## config.mk

```make
export PLATFORM = sky130hd
export DESIGN_NAME = sorted_unique_set_insert
export DESIGN_NICKNAME = d
export VERILOG_FILES = /design/src/susi_pkg.sv /design/src/sorted_unique_set_insert.sv /design/src/susi_cell.sv
export VERILOG_INCLUDE_DIRS = /design/src /design/src/src
export SDC_FILE = /design/constraint.sdc
export NUM_CORES = 1
export LEC_CHECK = 0
export BUFFER_PORTS_ARGS = -buffer_cell sky130_fd_sc_hd__buf_4
export CORE_UTILIZATION = 25
export CTS_CLUSTER_SIZE = 14
export DETAILED_ROUTE_END_ITERATION = 6
export GPL_TIMING_DRIVEN = 0
export MAX_ROUTING_LAYER = met4
export PLACE_DENSITY = 0.47
export SLEW_MARGIN = 20
export SYNTH_ARGS = -nofsm -noshare
export SYNTH_HDL_FRONTEND = slang
export SYNTH_HIERARCHICAL = 1
export SYNTH_SLANG_ARGS = --single-unit
```

## constraint.sdc

```tcl
create_clock -name clk -period 12.82 [get_ports clk]
set_input_delay 2.564 -clock clk [delete_from_list [all_inputs] [get_ports clk]]
set_output_delay 2.564 -clock clk [all_outputs]
set_load 0.005 [all_outputs]
```

## src/assert_macros.svh

```systemverilog
// Assertion macros shared by the sorted set RTL.
// Every macro samples on clk and is disabled while rst is high.
`ifndef ASSERT_MACROS_SVH
`define ASSERT_MACROS_SVH

// Checks a property at every clock edge outside reset.
`define SUSI_ASSERT(label, prop, msg) \
  label: assert property (@(posedge clk) disable iff (rst) (prop)) else $error(msg);

// Checks that a condition at one edge implies a property at the next edge.
`define SUSI_ASSERT_NEXT(label, cond, prop, msg) \
  label: assert property (@(posedge clk) disable iff (rst) (cond) |=> (prop)) else $error(msg);

`endif

```

## src/susi_pkg.sv

```systemverilog
// Package for the sorted set insert block: sizes, codes and transfer types.
// Used by susi_cell and sorted_unique_set_insert; depends on nothing.
package susi_pkg;

  localparam int DEPTH   = 8;
  localparam int VALUE_W = 16;
  localparam int POS_W   = 3;
  localparam int CNT_W   = 4;

  localparam logic KIND_INSERT = 1'b0;
  localparam logic KIND_CLEAR  = 1'b1;

  localparam logic [1:0] ST_OK   = 2'd0;
  localparam logic [1:0] ST_DUP  = 2'd1;
  localparam logic [1:0] ST_FULL = 2'd2;

  typedef struct packed {
    logic               kind;
    logic [VALUE_W-1:0] new_value;
  } req_t;

  typedef struct packed {
    logic [1:0]       status;
    logic [POS_W-1:0] position;
    logic [CNT_W-1:0] entry_count;
  } rsp_t;

  // Broadcast from the control to every cell.
  typedef struct packed {
    logic               write;
    logic [VALUE_W-1:0] value;
  } cell_cmd_t;

  // Compare flags that each cell reports.
  typedef struct packed {
    logic lt;
    logic eq;
  } cell_flags_t;

endpackage

```

## src/sorted_unique_set_insert.sv

```systemverilog
// Top level of the sorted set insert block: handshakes, count and cell chain.
// Depends on susi_pkg, susi_cell and assert_macros.svh.
//
//   Channel   Signals                   Payload
//   request   req_valid, req_stall      req : susi_pkg::req_t
//   result    rsp_valid, rsp_stall      rsp : susi_pkg::rsp_t
//
// All cells compare in parallel; a write shifts them in the same edge that
// accepts the insert, and that edge registers the result for the next cycle.
// A new request transfer is taken in every cycle unless the result register
// holds a result that is stalled. Reset empties the set and drops any result.
`include "assert_macros.svh"

module sorted_unique_set_insert (
  input  logic           clk,
  input  logic           rst,
  input  logic           req_valid,
  output logic           req_stall,
  input  susi_pkg::req_t req,
  output logic           rsp_valid,
  input  logic           rsp_stall,
  output susi_pkg::rsp_t rsp
);

  logic [susi_pkg::CNT_W-1:0]   count;
  logic [susi_pkg::CNT_W-1:0]   count_next;
  logic [susi_pkg::CNT_W-1:0]   lt_total;
  logic                         accept;
  logic                         dup;
  logic                         full;
  logic [susi_pkg::DEPTH-1:0]   lt_vec;
  logic [susi_pkg::DEPTH-1:0]   eq_vec;
  logic [susi_pkg::DEPTH-1:0]   held_vec;
  logic [susi_pkg::VALUE_W-1:0] values [susi_pkg::DEPTH];
  susi_pkg::cell_flags_t        flags [susi_pkg::DEPTH];
  susi_pkg::cell_cmd_t          cmd;
  susi_pkg::rsp_t               rsp_next;

  assign req_stall = rsp_valid && rsp_stall;
  assign accept    = req_valid && !req_stall;

  for (genvar i = 0; i < susi_pkg::DEPTH; i++) begin : g_cell
    assign held_vec[i] = count > susi_pkg::CNT_W'(i);
    assign lt_vec[i]   = flags[i].lt;
    assign eq_vec[i]   = flags[i].eq;
    if (i == 0) begin : g_head
      susi_cell u_cell (
        .clk        (clk),
        .cmd        (cmd),
        .held       (held_vec[i]),
        .left_lt    (1'b1),
        .left_value (cmd.value),
        .value      (values[i]),
        .flags      (flags[i])
      );
    end else begin : g_body
      susi_cell u_cell (
        .clk        (clk),
        .cmd        (cmd),
        .held       (held_vec[i]),
        .left_lt    (flags[i-1].lt),
        .left_value (values[i-1]),
        .value      (values[i]),
        .flags      (flags[i])
      );
    end
  end

  always_comb begin
    lt_total = '0;
    for (int i = 0; i < susi_pkg::DEPTH; i++) begin
      lt_total = lt_total + susi_pkg::CNT_W'(lt_vec[i]);
    end
    dup  = |eq_vec;
    full = count == susi_pkg::CNT_W'(susi_pkg::DEPTH);

    cmd.value = req.new_value;
    cmd.write = accept && (req.kind == susi_pkg::KIND_INSERT) && !dup && !full;

    count_next = count;
    rsp_next.status   = susi_pkg::ST_OK;
    rsp_next.position = '0;
    if (req.kind == susi_pkg::KIND_CLEAR) begin
      count_next = '0;
    end else if (dup) begin
      rsp_next.status   = susi_pkg::ST_DUP;
      rsp_next.position = lt_total[susi_pkg::POS_W-1:0];
    end else if (full) begin
      rsp_next.status = susi_pkg::ST_FULL;
    end else begin
      count_next        = count + susi_pkg::CNT_W'(1);
      rsp_next.position = lt_total[susi_pkg::POS_W-1:0];
    end
    rsp_next.entry_count = count_next;
  end

  always_ff @(posedge clk) begin
    if (rst) begin
      count     <= '0;
      rsp_valid <= 1'b0;
    end else begin
      if (accept) begin
        count     <= count_next;
        rsp_valid <= 1'b1;
      end else if (!rsp_stall) begin
        rsp_valid <= 1'b0;
      end
    end
  end

  always_ff @(posedge clk) begin
    if (accept) begin
      rsp <= rsp_next;
    end
  end

  `SUSI_ASSERT(a_count_bound, count <= susi_pkg::CNT_W'(susi_pkg::DEPTH), "count beyond depth")
  `SUSI_ASSERT(a_sorted, $onehot0({1'b0, lt_vec} + (susi_pkg::DEPTH+1)'(1)), "held entries out of order")
  `SUSI_ASSERT(a_unique, $onehot0(eq_vec), "value held more than once")
  `SUSI_ASSERT_NEXT(a_clear, accept && req.kind == susi_pkg::KIND_CLEAR, count == '0, "clear left entries")
  `SUSI_ASSERT_NEXT(a_grow, cmd.write, count == $past(count) + susi_pkg::CNT_W'(1), "insert did not grow count")

endmodule

```

## src/susi_cell.sv

```systemverilog
// One cell of the sorted set chain: holds one entry, compares it with the
// broadcast value and, on a write, keeps, replaces or takes its left neighbor.
// Depends on susi_pkg.
module susi_cell (
  input  logic                        clk,
  input  susi_pkg::cell_cmd_t         cmd,
  input  logic                        held,
  input  logic                        left_lt,
  input  logic [susi_pkg::VALUE_W-1:0] left_value,
  output logic [susi_pkg::VALUE_W-1:0] value,
  output susi_pkg::cell_flags_t       flags
);

  logic [susi_pkg::VALUE_W-1:0] value_next;

  always_comb begin
    flags.lt = held && (value < cmd.value);
    flags.eq = held && (value == cmd.value);
    if (flags.lt) begin
      value_next = value;
    end else if (left_lt) begin
      value_next = cmd.value;
    end else begin
      value_next = left_value;
    end
  end

  always_ff @(posedge clk) begin
    if (cmd.write) begin
      value <= value_next;
    end
  end

endmodule
```

==> run metrics <==
status complete, no violations; number of buffers created by CTS 17; Crit. End Element flop; net switching share of the total power 0.235; die width 201 um; Antenna Cells 0; largest area contributor in the netlist edfxtp_1; fillers 3947; share of the synthesized area in the top cell type 0.417; hold_buf cts 0; period utilisation layout 0.491; initial antenna violation count 0; Final Util 0.294; DR WL/cell 13.6 um; total gr overflow 0; GP Congestion 0.741; Post-synth EDFFs 137; Cell Pwr Density 108 mW/mm^2; Post-Syn Area 0.00987 sq mm; first-pass GRT wire length 32500 um; Clk pin slew, worst setup/hold paths 0.06 ns; Slew Viols, Final 0; peak supply drop 0.0000839 V; critical path fanouts, max 17; worst path required time 13.00 ns; DR pass1 iterations 4; clk root buf clkbuf_16; clk sink count 142; Ys Warns 6; number of global-route vias before repair 6374; nets@finish 1072; layout cells sized above 1 0.256; Multi-input gate area 0.00499 sq mm; drt first-iter violations 211; synth top area cells edfxtp_1 (42%), ha_1 (17%), mux2_2 (15%), inv_1 (5.8%), a21oi_1 (3.1%); RSZ-0062 raised after global routing no; all-layer global routing usage 0.105; Final min period 6.30 ns; Comb pwr share 0.119; Synth Area per Inst 11.5 sq um; register area share after synthesis 0.427; Port Buffers 31; Leak 4.69 nW; Die H 201 um; post-route ant nets 0; syn_nets 1022; Post-CTS Setup Bufs 0; Clk pwr share 0.440; Slew @ Worst Pin 0.957 ns; top-count cell post-synth inv_1; internal power 943 uW; Setup CP Type primary input to flop; CP Launch Type primary input; CTS tree built; post-synth cell types 42; Worst-Skew Late Latency 0.43 ns; Fmax 159 MHz; final wirelength 19600 um; final hold vios 0; FF/Latch Area 0.00421 sq mm; Async S/R FF share, synth 0; ys flop type edfxtp_1; Net Sw Power 289 uW; final setup skew 0.00825 ns; post-CTS sizing 0; Hold Path Class flop to flop; CTS H-tree lvls 4; drc violations 0; final setup fails 0; number of synthesized register bits 142; Vias/cell 4.29; most frequent cells after synthesis inv_1 (152), edfxtp_1 (137), ha_1 (135); Core Area 0.0388 sq mm; Slew HR 0.362; cell count after synthesis 862; Flop pwr share 0.442; Placement Rows 72; Initial Util 0.254; DIE AREA 0.0403 sq mm; worst path arrival time 6.48 ns; Bufs on Longest Clock Path 2; max cap viols 0; largest net degree at the start of global routing 18; Vias 6195; Detail Placement HPWL 15700 um; area grow syn2layout 15.5%; Fin Setup TNS 0 ns; IO Pins 32
cell families (layout without fill, tap and decap cells):
logic type / after synthesis / after routing / synth area share
flops: 142 / 142 / 0.427
mux: 128 / 128 / 0.146
other cells: 1 / 1 / 0.000380
simple gates: 164 / 164 / 0.100
xor+xnor: 3 / 3 / 0.00266
buf+inv: 172 / 235 / 0.0686
fa+ha+maj: 139 / 139 / 0.179
compound gates: 113 / 113 / 0.0760
per-stage QoR:
stage	worst slack [ns]	hold slack (ns)	cell area [sq um]	instances	total power, mW
2_1_floorplan	6.70	0.517	9870	862	0.651
6_report	6.52	0.585	11400	1443	1.23
3_5_place_dp	6.03	0.566	10800	1411	0.702
5_1_grt	6.33	0.608	11400	1443	1.29
3_3_place_gp	5.98	0.571	10800	1411	0.698
4_1_cts	6.50	0.586	11400	1443	1.25
critical path: stages:
cell	delay, ns
buf_4	0.20
inv_1	0.07
ha_1	0.31
nand4_1	0.21
a2111o_1	0.44
and4_1	0.21
inv_1	0.13
fa_1	0.45
fa_1	0.53
fa_1	0.45
inv_1	0.08
ha_1	0.13
inv_1	0.05
fa_1	0.37
xnor2_1	0.13
and2_1	0.15
path summary, 6_finish.rpt:
| kind | from | end | slack [ns] | depth (start not counted) |
|---|---|---|---|---|
| setup / recovery | req[11] | rsp[6]$_SDFFCE_PP0P_ | 6.52 | 16 |
| hold / removal | g_cell[1].g_body.u_cell/value[0]$_DFFE_PP_ | g_cell[2].g_body.u_cell/value[0]$_DFFE_PP_ | 0.59 | 1 |
| setup reg to reg | g_cell[7].g_body.u_cell/value[11]$_DFFE_PP_ | rsp[6]$_SDFFCE_PP0P_ | 8.55 | 14 |
| hold reg to reg | g_cell[1].g_body.u_cell/value[0]$_DFFE_PP_ | g_cell[2].g_body.u_cell/value[0]$_DFFE_PP_ | 0.59 | 1 |
sequential cells by signal (all words and copies together), names as in the netlist:
register,count
g_cell.g_head.u_cell/value,16
rsp_valid,1
rsp,9
count,4
g_cell.g_body.u_cell/value,112
cell usage in the layout (no fill, tap or decap), types with 9 or more instances in the layout:
cell type	synthesis	layout
inv_1	152	152
edfxtp_1	137	137
ha_1	135	135
mux2_2	128	128
a21oi_1	62	62
nand2_1	39	39
buf_4	1	32
nand3_1	20	20
o21ai_0	20	20
nand4_1	17	17
clkbuf_16	0	17
nor2_1	16	16
buf_2	16	16
nand2b_1	10	10
and3_1	9	9
nor4_1	9	9
nor2b_1	9	9
power groups by stage:
stage	clock [mW]	combinational [mW]	sequential, mW
detailed placement	0	0.148	0.554
CTS	0.554	0.149	0.544
global placement	0	0.144	0.554
finish	0.542	0.146	0.544
floorplan	0	0.100	0.551
global route	0.570	0.169	0.547
layer usage:
layer	up-vias	global-route usage	part of all wire
met1	2889	0.128	0.48
met4	0	0.0393	0.025
met5	-	-	0
li1	3219	-	-
met2	64	0.170	0.47
met3	23	0.0200	0.025
layout make-up:
type                            instances  share of cell area
Multi-Input combinational cell        548               0.437
Sequential cell                       142               0.370
Tap cell                              518              0.0568
Inverter                              152              0.0500
Clock buffer                           22              0.0425
Timing Repair Buffer                   31              0.0204
Clock inverter                         10              0.0140
Buffer                                 20             0.00933
No activity file was read; power rests on OpenSTA's default activity.
